==> config.mk <==
export PLATFORM = sky130hd
export DESIGN_NAME = dbc_popacc
export DESIGN_NICKNAME = d
export VERILOG_FILES = /design/src/dbc_pkg.sv /design/src/dbc_popacc.sv
export SDC_FILE = /design/constraint.sdc
export NUM_CORES = 1
export LEC_CHECK = 0
export BUFFER_PORTS_ARGS = -buffer_cell sky130_fd_sc_hd__buf_2
export CORE_MARGIN = 1
export CORE_UTILIZATION = 30
export CTS_CLUSTER_SIZE = 16
export DETAILED_ROUTE_END_ITERATION = 12
export GPL_TIMING_DRIVEN = 0
export SYNTH_ARGS = -nofsm -noshare
export SYNTH_HDL_FRONTEND = slang
export SYNTH_SLANG_ARGS = --single-unit
==> constraint.sdc <==
create_clock -name i_clk -period 6.8 [get_ports i_clk]
set_clock_uncertainty 0.2 [all_clocks]
set_input_delay 0.68 -clock i_clk [delete_from_list [all_inputs] [get_ports i_clk]]
set_output_delay 0.68 -clock i_clk [all_outputs]
set_load 0.005 [all_outputs]
==> src/dbc_pkg.sv <==
package dbc_pkg;

    localparam int ID_BITS_DEF   = 16;
    localparam int WORD_BITS_DEF = 32;

    localparam int MAC_W   = 48;
    localparam int MODE_W  = 2;
    localparam int LAA_BIT = 41;   // locally administered bit of the first octet

    localparam logic [MODE_W-1:0] MODE_ADD        = 2'd0;
    localparam logic [MODE_W-1:0] MODE_WEIGH_CLR  = 2'd1;
    localparam logic [MODE_W-1:0] MODE_WEIGH_PEEK = 2'd2;
    localparam logic [MODE_W-1:0] MODE_RESET      = 2'd3;

    localparam int MAX_WORD_W = 64;
    localparam int POP_W      = 7;

    // control from the sequencer to the count pipeline
    typedef struct packed {
        logic start;    // zero both accumulators
        logic valid;    // RAM read data is a map word to count
        logic is_ble;   // word belongs to the BLE map
    } t_acc_ctl;

    function automatic logic [POP_W-1:0] popcount(input logic [MAX_WORD_W-1:0] v);
        logic [POP_W-1:0] sum;
        sum = '0;
        for (int i = 0; i < MAX_WORD_W; i++) begin
            sum = sum + {{(POP_W-1){1'b0}}, v[i]};
        end
        return sum;
    endfunction

endpackage

==> src/dbc_popacc.sv <==
module dbc_popacc #(
    parameter int WORD_W  = 32,
    parameter int COUNT_W = 17
) (
    input  logic               i_clk,
    input  logic               i_rst_n,
    input  dbc_pkg::t_acc_ctl  i_ctl,
    input  logic [WORD_W-1:0]  i_word,
    output logic               o_busy,
    output logic [COUNT_W-1:0] o_wifi_acc,
    output logic [COUNT_W-1:0] o_ble_acc
);

    localparam int PC_W = $clog2(WORD_W) + 1;

    logic                     r_pc_vld;
    logic                     r_pc_ble;
    logic [PC_W-1:0]          r_pc;
    logic [COUNT_W-1:0]       r_wifi_acc;
    logic [COUNT_W-1:0]       r_ble_acc;
    logic [dbc_pkg::POP_W-1:0] w_pop;
    logic [COUNT_W-1:0]       w_pc_ext;

    assign w_pop    = dbc_pkg::popcount(dbc_pkg::MAX_WORD_W'(i_word));
    assign w_pc_ext = {{(COUNT_W-PC_W){1'b0}}, r_pc};

    // stage 1: count the word; stage 2: add into the map's total
    always_ff @(posedge i_clk) begin
        r_pc     <= w_pop[PC_W-1:0];
        r_pc_ble <= i_ctl.is_ble;
        if (!i_rst_n) begin
            r_pc_vld   <= 1'b0;
            r_wifi_acc <= '0;
            r_ble_acc  <= '0;
        end else begin
            r_pc_vld <= i_ctl.valid;
            if (i_ctl.start) begin
                r_wifi_acc <= '0;
                r_ble_acc  <= '0;
            end else if (r_pc_vld) begin
                if (r_pc_ble) begin
                    r_ble_acc <= r_ble_acc + w_pc_ext;
                end else begin
                    r_wifi_acc <= r_wifi_acc + w_pc_ext;
                end
            end
        end
    end

    assign o_busy     = r_pc_vld;
    assign o_wifi_acc = r_wifi_acc;
    assign o_ble_acc  = r_ble_acc;

endmodule

==> run summary, run 1 <==
Status -> complete, no violations
Largest net degree at the start of global routing -> 13
Starting Density -> 31.1%
EDFF count, synth -> 0
Crit path kind -> primary input to flip-flop
IO Port Bufs -> 71
Hold buffers post-CTS -> 0
Critical Path Slowest Stage Cell -> fa_1
All-Layer GR Usage -> 13.1%
Layout cells sized above 1 -> 23.7%
Final setup viols -> 0
DR vias -> 2380
Clock root buffer -> clkbuf_8
Worst endpoint required time -> 6.79 ns
Top-count cell post-synth -> dfxtp_1
Worst hold path class -> flip-flop to flip-flop
Mapped Cells -> 313
Lkg Pwr -> 1.63 nW
Drt wl/cell -> 11.5 um
CP dominant cell by count -> fa_1
Vias/cell -> 4.57
ANT nets after route -> 0
DRT iter0 DRCs -> 69
Netlist cell types -> 45
# DRC -> 0
Gpl congestion -> 0.813
Yosys warning count -> 0
Synth Net Count -> 395
Post-layout util -> 37.7%
Nets -> 473
Total gr overflow -> 0
Pwr Density -> 303 nW/um^2
Flops & latches, synth -> 42
Pre-antenna DRT Iters -> 4
Post-layout min period -> 4.95 ns
Worst slew margin -> 67.3%
Die height -> 100 um
Peak fanout along the critical path -> 2
RSZ-0062 raised after global routing -> false
Top cell type's share of synthesized area -> 29.1%
DP HPWL -> 4940 um
Cells along the critical path -> buf_2, inv_1, fa_1, inv_1, fa_1, fa_1, fa_1, fa_1, inv_1, fa_1, inv_1, ha_1, a21o_1, a21oi_1, nor2b_1, o21a_1
Area Growth Syn to Fin -> 21.0%
Share of synthesized flip-flops with an asynchronous set or reset -> 0%
CTS Sinks -> 42
Final Max Slew Viols -> 0
Slew @ Worst Pin -> 0.491 ns
H-tree Lvls -> 2
Data arrival, critical path -> 4.94 ns
Chip width -> 100 um
CP top delay family -> adder cells
Worst path max stage delay -> 0.58 ns
Clock Path Buffers -> 2
Area leader, netlist -> dfxtp_1
Seq/Total Area, Yosys -> 29.1%
Hold_sp -> o_wifi_acc[0]
Post-CTS Repair Setup Buffers -> 0
Die area -> 10000 sq um
First-pass GRT wire length -> 10500 um
CP Launch Point -> i_word[0]
# diodes -> 0
Final Hold Fails -> 0
TritonCTS clock tree -> yes
CP Capture Type -> flip-flop
Routed WL -> 6010 um
Most used DFF post-synth -> dfxtp_1
Largest cells by area after synthesis -> dfxtp_1 29%, fa_1 18%, ha_1 8.2%, inv_1 5.2%, xor2_1 4.8%
Clock slew at reported path FFs -> 0.08 ns
Number of core rows -> 35
FMAX -> 0.202 GHz
Top Ports -> 72
Synth Area per Inst -> 9.23 sq um
Setup_tns -> 0 ns
CP Launch Type -> primary input
Core area -> 9280 sq um
Worst skew pair latency -> 0.30 ns
Crit Reg-Reg Startpoint -> o_ble_acc[0]
Antenna violations before repair -> 0
Vias in the first global route -> 2400
Inserted Clock Buffers -> 5
Post-cts sizing count -> 0
Worst vdd ir -> 0.160 mV
Post-Syn Area -> 2890 sq um
Worst Path Buf+Inv -> 5
Number of max-cap violations -> 0
Period Utilization, post-route -> 72.8%
Post-synth top cells -> 42 x dfxtp_1, 40 x inv_1, 35 x nor2_1
[routing by layer]
metal | vias to the layer above | global-route usage (%) | share of wire (%)
met1 | 1117 | 15.7 | 44
met5 | - | 0 | 0
li1 | 1199 | - | -
met4 | 0 | 4.35 | 1.6
met3 | 8 | 2.37 | 4.8
met2 | 56 | 23.5 | 50
[logic make-up after synthesis]
group	Yosys count	synth area share (%)
buffers and inverters	47	6.32
adders and majority gates	45	26.2
xor gates and xnor gates	26	7.88
AOI/OAI and AO/OA	56	13.0
and+or+nand+nor	97	17.5
DFF	42	29.1
[layout by cell type, fill, tap and decap left out, types with 2 or more instances in the layout]
master,netlist,final
a21o_1,4,4
nand3_1,11,11
a211oi_1,7,7
o2111ai_1,3,3
or4_1,2,2
buf_2,2,73
nand2_1,20,20
nor2_1,35,35
and4_1,2,2
a21oi_1,18,18
clkbuf_8,0,6
o21ai_0,9,9
inv_1,40,40
nand2b_1,5,5
ha_1,19,19
o211ai_1,5,5
xor2_1,16,16
and3_1,2,2
clkbuf_1,4,5
nand4_1,4,4
nor2b_1,3,3
fa_1,26,26
dfxtp_1,42,42
xnor2_1,10,10
and2_1,3,3
[through the flow]
stage / setup WS, ns / hold WS [ns] / total power [W] / area (sq um) / std cells
CTS: 1.81 / 0.275 / 0.00108 / 3500 / 521
detailed placement: 1.49 / 0.268 / 0.000912 / 3410 / 513
finish: 1.85 / 0.279 / 0.00106 / 3500 / 521
floorplan: 1.75 / 0.265 / 0.000793 / 2890 / 313
global placement: 1.53 / 0.264 / 0.000894 / 3410 / 513
global route: 1.65 / 0.267 / 0.00119 / 3500 / 521
[final timing paths]
path | to | slack [ns] | depth (start not counted)
min reg2reg | o_wifi_acc[0] | 0.28 | 2
max | r_pc[5] | 1.85 | 16
min | o_wifi_acc[0] | 0.28 | 2
max reg2reg | o_ble_acc[12] | 4.39 | 8
[layout make-up]
| cell class | instances | area [sq um] |
|---|---|---|
| Fill cell | 982 | 5790 |
| Multi-Input combinational cell | 224 | 1870 |
| Sequential cell | 42 | 841 |
| Timing Repair Buffer | 71 | 355 |
| Tap cell | 129 | 161 |
| Inverter | 40 | 150 |
| Clock buffer | 7 | 86.3 |
| Buffer | 7 | 32.5 |
| Clock inverter | 1 | 5.00 |
[registers in the layout, summed over array words and instances (netlist names)]
name        flops
o_ble_acc      17
o_wifi_acc     17
r_pc            6
o_busy          1
r_pc_ble        1
[power breakdown]
part / total, W / internal [W] / leakage, nW / switching [W]
combinational: 0.000594 / 0.000286 / 1.24 / 0.000308
sequential: 0.000296 / 0.000278 / 0.341 / 0.0000186
clock: 0.000168 / 0.0000820 / 0.0482 / 0.0000865
[tightest hold or removal path: stages, from the launching register on]
cell	delay [ns]
dfxtp_1	0.33
nand2_1	0.06
a21oi_1	0.05
Note: power is estimated with default switching activity, not from simulation.
==> inputs of run 2 (changes only) <==
Settings changed: ABC_AREA set to 1.
Clock period 6.8 ns to 4.5 ns, I/O delays scaled along.
==> run 2 against run 1 <==
Against the previous run: sequential cell count stayed put; the run now ends with negative setup slack left; highest routed layer unchanged; sequential share of layout area decreased by 2.3 points; cell area increased by 10%; largest cell class unchanged; non-clock buffer count decreased by 1.
==> run summary, run 2 <==
Cells along the critical path -> buf_6, inv_2, fa_1, inv_1, fa_1, fa_2, fa_2, fa_1, inv_2, fa_1, inv_1, ha_2, inv_2, fa_2, o21ai_2, a21oi_2, xor2_1
Pre-antenna DRT Iters -> 4
Share of synthesized flip-flops with an asynchronous set or reset -> 0%
Post-Syn Area -> 3180 sq um
Worst slew margin -> 72.3%
First-pass GRT wire length -> 13100 um
Nets -> 598
Gpl congestion -> 0.833
Worst path max stage delay -> 0.57 ns
Post-synth top cells -> 85 x nand2_1, 76 x inv_1, 65 x nor2_1
Top-count cell post-synth -> nand2_1
Failing checks -> negative setup slack
CP Capture Type -> flip-flop
Most frequent cells in the layout -> 85 x nand2_1, 72 x buf_2, 67 x inv_1, 65 x nor2_1, 42 x dfxtp_1
EDFF count, synth -> 0
Data arrival, critical path -> 4.62 ns
Final Hold Fails -> 0
Commonest non-fill, non-tap cell in the layout -> nand2_1
Setup_tns -> -0.137 ns
Worst endpoint required time -> 4.49 ns
Worst setup margin -> -0.130 ns
IO Port Bufs -> 71
Clock Path Buffers -> 2
Vias/cell -> 4.52
Inserted Clock Buffers -> 5
Synth Area per Inst -> 7.29 sq um
Largest net degree at the start of global routing -> 14
Top cell type's share of synthesized area -> 26.5%
Clock root buffer -> clkbuf_8
Chip width -> 105 um
Netlist cell types -> 25
All-Layer GR Usage -> 14.7%
Antenna violations before repair -> 0
Worst skew pair latency -> 0.30 ns
TritonCTS clock tree -> yes
# fillers -> 1112
Die area -> 11000 sq um
Die height -> 105 um
Core area -> 10300 sq um
Most used DFF post-synth -> dfxtp_1
Post-DP Area -> 3720 sq um
FMAX -> 0.216 GHz
# DRC -> 0
Largest cells by area after synthesis -> dfxtp_1 26%, fa_1 16%, nand2_1 10%, inv_1 9.0%, nor2_1 7.7%
Peak fanout along the critical path -> 2
RSZ-0062 raised after global routing -> true
CP Launch Type -> primary input
Crit path kind -> primary input to flip-flop
Pwr Density -> 455 nW/um^2
Post-layout min period -> 4.63 ns
Flops & latches, synth -> 42
Seq/Total Area, Yosys -> 26.5%
Yosys warning count -> 0
ANT nets after route -> 0
Starting Density -> 30.9%
CP dominant cell by count -> fa_1
Vias in the first global route -> 3037
DR vias -> 2952
Area Growth Syn to Fin -> 21.6%
Number of core rows -> 37
Final Max Slew Viols -> 0
Clock slew at reported path FFs -> 0.09 ns
Drt wl/cell -> 11.1 um
DRT iter0 DRCs -> 92
Number of max-cap violations -> 0
Worst hold path class -> primary input to flip-flop
CTS Sinks -> 42
Area of the multi-input gates -> 2040 sq um
Post-Layout Inst Area -> 3860 sq um
H-tree Lvls -> 2
Final setup viols -> 2
Critical Path Slowest Stage Cell -> fa_2
Sequential cell area -> 841 sq um
Routed WL -> 7270 um
Status -> finished, violations left
Hold buffers post-CTS -> 0
Layout cells sized above 1 -> 23.6%
Top Ports -> 72
Total gr overflow -> 0
Synth Net Count -> 518
Final Power -> 0.00176 W
Worst vdd ir -> 0.305 mV
Area leader, netlist -> dfxtp_1
Slew @ Worst Pin -> 0.414 ns
DP HPWL -> 5920 um
Period Utilization, post-route -> 103%
# diodes -> 0
Lkg Pwr -> 1.94 nW
Mapped Cells -> 436
## run 2: changes by cell type in the layout (fill, tap and decap cells not counted), moves of 7 or more
cell	previous run	this run
inv_2	0	9
nand3_1	11	40
inv_1	40	67
xor2_1	16	7
nand2_1	20	85
xnor2_1	10	1
a211oi_1	7	0
nor2_1	35	65
## run 2: critical path, delay by kind of cell
kind,cells,cell delay [ns]
adders and majority gates,8,3.50
buffers and inverters,6,0.30
AOI/OAI and AO/OA,2,0.23
xor gates and xnor gates,1,0.14
## run 2: final timing paths
kind	start	endpoint	slack, ns	cells after the start
hold reg to reg	o_ble_acc[0]	o_ble_acc[0]	0.32	2
setup reg to reg	o_wifi_acc[0]	o_wifi_acc[10]	2.41	11
setup / recovery	i_word[15]	r_pc[4]	-0.13	17
hold / removal	i_ctl[0]	r_pc_ble	0.04	1
## run 2: final cells by class
type	count	area share, %
buffer	4	0.518
clock buffer	7	2.23
clock inverter	1	0.227
inverter	79	7.96
multi-input combinational	311	52.8
sequential	42	21.8
tap	136	4.40
timing repair buffer	73	10.1
## run 2: repair_timing
item	in CTS	in global routing
gates resized for setup	8	8
buffers inserted	2	0
hold endpoints to repair	0	0
pin swaps	10	15
endpoints found under the setup margin	4	5
## run 2: routing by layer
| layer | wire (um) | vias to the layer above | track usage (%) | part of all wire (%) |
|---|---|---|---|---|
| li1 | - | 1517 | - | - |
| met1 | 3290 | 1385 | 16.6 | 45 |
| met2 | 3650 | 44 | 27.7 | 50 |
| met3 | 255 | 6 | 2.87 | 3.5 |
| met4 | 80 | 0 | 3.92 | 1.1 |
| met5 | 0 | - | 0 | 0 |
## run 2: report_power, final
| group | leakage (nW) | switching, W | total (W) | internal (W) |
|---|---|---|---|---|
| combinational | 1.55 | 0.000567 | 0.00105 | 0.000480 |
| clock | 0.0489 | 0.000138 | 0.000265 | 0.000127 |
| sequential | 0.341 | 0.0000294 | 0.000448 | 0.000418 |
## run 2: logic make-up after synthesis
group           after synthesis  synth area share [%]
simple gates                219                  30.8
buf+inv                      83                  10.0
fa+ha+maj                    45                  23.9
flops                        42                  26.5
compound gates               39                  6.69
xor+xnor                      8                  2.20
## run 2: stage by stage
stage / worst slack, ns / utilization (%) / hold slack, ns / std cells
after floorplan: -0.233 / - / 0.278 / 436
after global placement: -0.514 / 36.2 / 0.297 / 643
after detailed placement: -0.543 / 36.2 / 0.306 / 643
after CTS: -0.131 / 37.5 / 0.0295 / 653
after global routing: -0.229 / 37.6 / 0.0239 / 653
final: -0.130 / 37.6 / 0.0437 / 653
==> inputs of run 3 (changes only) <==
Settings changed: CORE_UTILIZATION 30 to 45, CTS_BUF_LIST set to sky130_fd_sc_hd__clkbuf_4 sky130_fd_sc_hd__clkbuf_8, PLACE_DENSITY set to 0.71.
==> run 3 against run 2 <==
Against the previous run: the run still ends with negative setup slack left; global-route usage rose by 5.7 points; die area fell by 33%; fmax is 0.88% higher; combinational power up 27%.
==> run summary, run 3 (synthesis gave the netlist of run 2 again) <==
Status -> finished, violations left
Failing checks -> negative setup slack
Worst slew margin -> 72.6%
Period Utilization, post-route -> 102%
Met2 usage -> 38.3%
H-tree Lvls -> 2
DP HPWL -> 5480 um
Pwr Density -> 550 nW/um^2
CP top delay family -> adder cells
DR vias -> 2950
Clock slew at reported path FFs -> 0.08 ns
Worst Path Buf+Inv -> 6
Clock root buffer -> clkbuf_8
All-Layer GR Usage -> 20.4%
CP Launch Type -> primary input
Top Ports -> 72
Lkg Pwr -> 1.98 nW
Inserted Clock Buffers -> 5
Most frequent cells in the layout -> 85 x nand2_1, 71 x buf_2, 67 x inv_1, 64 x nor2_1, 42 x dfxtp_1
Final Hold Fails -> 0
Die area -> 7400 sq um
Hold EP -> r_pc_ble
Nets -> 599
Clock Path Buffers -> 2
Worst path max stage delay -> 0.56 ns
Antenna violations before repair -> 0
Worst r2r dst -> o_wifi_acc[10]
Cells along the critical path -> buf_6, inv_2, fa_1, inv_2, fa_1, fa_2, fa_2, fa_1, inv_1, fa_1, inv_2, ha_4, inv_2, fa_2, o21ai_2, a21oi_2, xor2_1
DRT iter0 DRCs -> 87
ANT nets after route -> 0
Largest net degree at the start of global routing -> 14
# DRC -> 0
Starting Density -> 46.8%
Number of core rows -> 30
Data arrival, critical path -> 4.57 ns
Final Max Slew Viols -> 0
Die height -> 86.0 um
Chip width -> 86.0 um
Drt wl/cell -> 11.3 um
Worst vdd ir -> 0.436 mV
Total gr overflow -> 0
Busiest grt layer -> met2
Commonest non-fill, non-tap cell in the layout -> nand2_1
WHS -> 0.0525 ns
Worst hold path class -> primary input to flip-flop
Routed WL -> 6920 um
Vias in the first global route -> 2917
CTS Sinks -> 42
Peak fanout along the critical path -> 2
Crit Reg-Reg Startpoint -> r_pc[0]
R2R Setup Slk -> 2.37 ns
Met3 Track Usage GR -> 3.37%
Hold_sp -> i_ctl[0]
Hold depth -> 1
CP Capture Type -> flip-flop
Area Growth Syn to Fin -> 23.4%
Pre-antenna DRT Iters -> 4
Met1 layer usage reported by global route -> 24.2%
Post-layout min period -> 4.59 ns
Critical Path Slowest Stage Cell -> fa_2
# diodes -> 0
Worst skew pair latency -> 0.30 ns
IO Port Bufs -> 71
Layout cells sized above 1 -> 24.7%
Vias/cell -> 4.80
Crit path kind -> primary input to flip-flop
RSZ-0062 raised after global routing -> true
Slew @ Worst Pin -> 0.411 ns
Post-layout util -> 57.7%
Final setup viols -> 1
Levels on crit path -> 17
First-pass GRT wire length -> 12200 um
Core area -> 6790 sq um
Worst setup margin -> -0.0893 ns
Number of max-cap violations -> 0
FF-to-FF path depth -> 11
TritonCTS clock tree -> yes
FMAX -> 0.218 GHz
Gpl congestion -> 0.866
Hold buffers post-CTS -> 0
Worst endpoint required time -> 4.48 ns
==> run 3: area by class of cell <==
class                      count  area, sq um
inverter                      79          305
timing repair buffer          74          407
clock inverter                 2         60.1
clock buffer                   6         82.6
buffer                         4         20.0
multi-input combinational    311         2090
fill                         643         2870
sequential                    42          841
tap                           96          120
==> run 3: metrics by stage <==
stage          std cells  setup TNS (ns)  instance area [sq um]  worst slack [ns]  power [W]
3_3_place_gp         603           -1.80                   3670            -0.508    0.00137
4_1_cts              615          -0.244                   3880            -0.146    0.00200
6_report             614         -0.0893                   3920           -0.0893    0.00216
2_1_floorplan        436          -0.509                   3200            -0.233    0.00122
3_5_place_dp         603           -2.08                   3670            -0.563    0.00141
5_1_grt              614          -0.418                   3920            -0.204    0.00237
==> run 3: per-layer routing <==
metal,up-vias,share of wire (%)
li1,1518,-
met2,57,50
met3,7,3.7
met4,0,0.58
met5,-,0
met1,1368,46
==> run 3: worst max-delay path by stage <==
stage,startpoint,to,slack [ns]
final,i_word[15],r_pc[4],-0.09
after global routing,i_word[3],r_pc[4],-0.20
after CTS,i_word[3],r_pc[4],-0.15
after detailed placement,i_word[0],r_pc[4],-0.56
after global placement,i_word[0],r_pc[4],-0.51
after floorplan,i_word[0],r_pc[4],-0.23
==> run 3: repair_timing <==
action                     4_1_cts  5_1_grt
resized for setup               11       13
setup endpoints to repair        5        5
pin swaps                       10       12
setup buffers                    4        0
==> run 3: power by group <==
| part | switching, W | leakage [nW] | internal [W] |
|---|---|---|---|
| Clock | 0.000142 | 0.0714 | 0.000237 |
| Sequential | 0.0000287 | 0.341 | 0.000418 |
| Combinational | 0.000683 | 1.57 | 0.000646 |
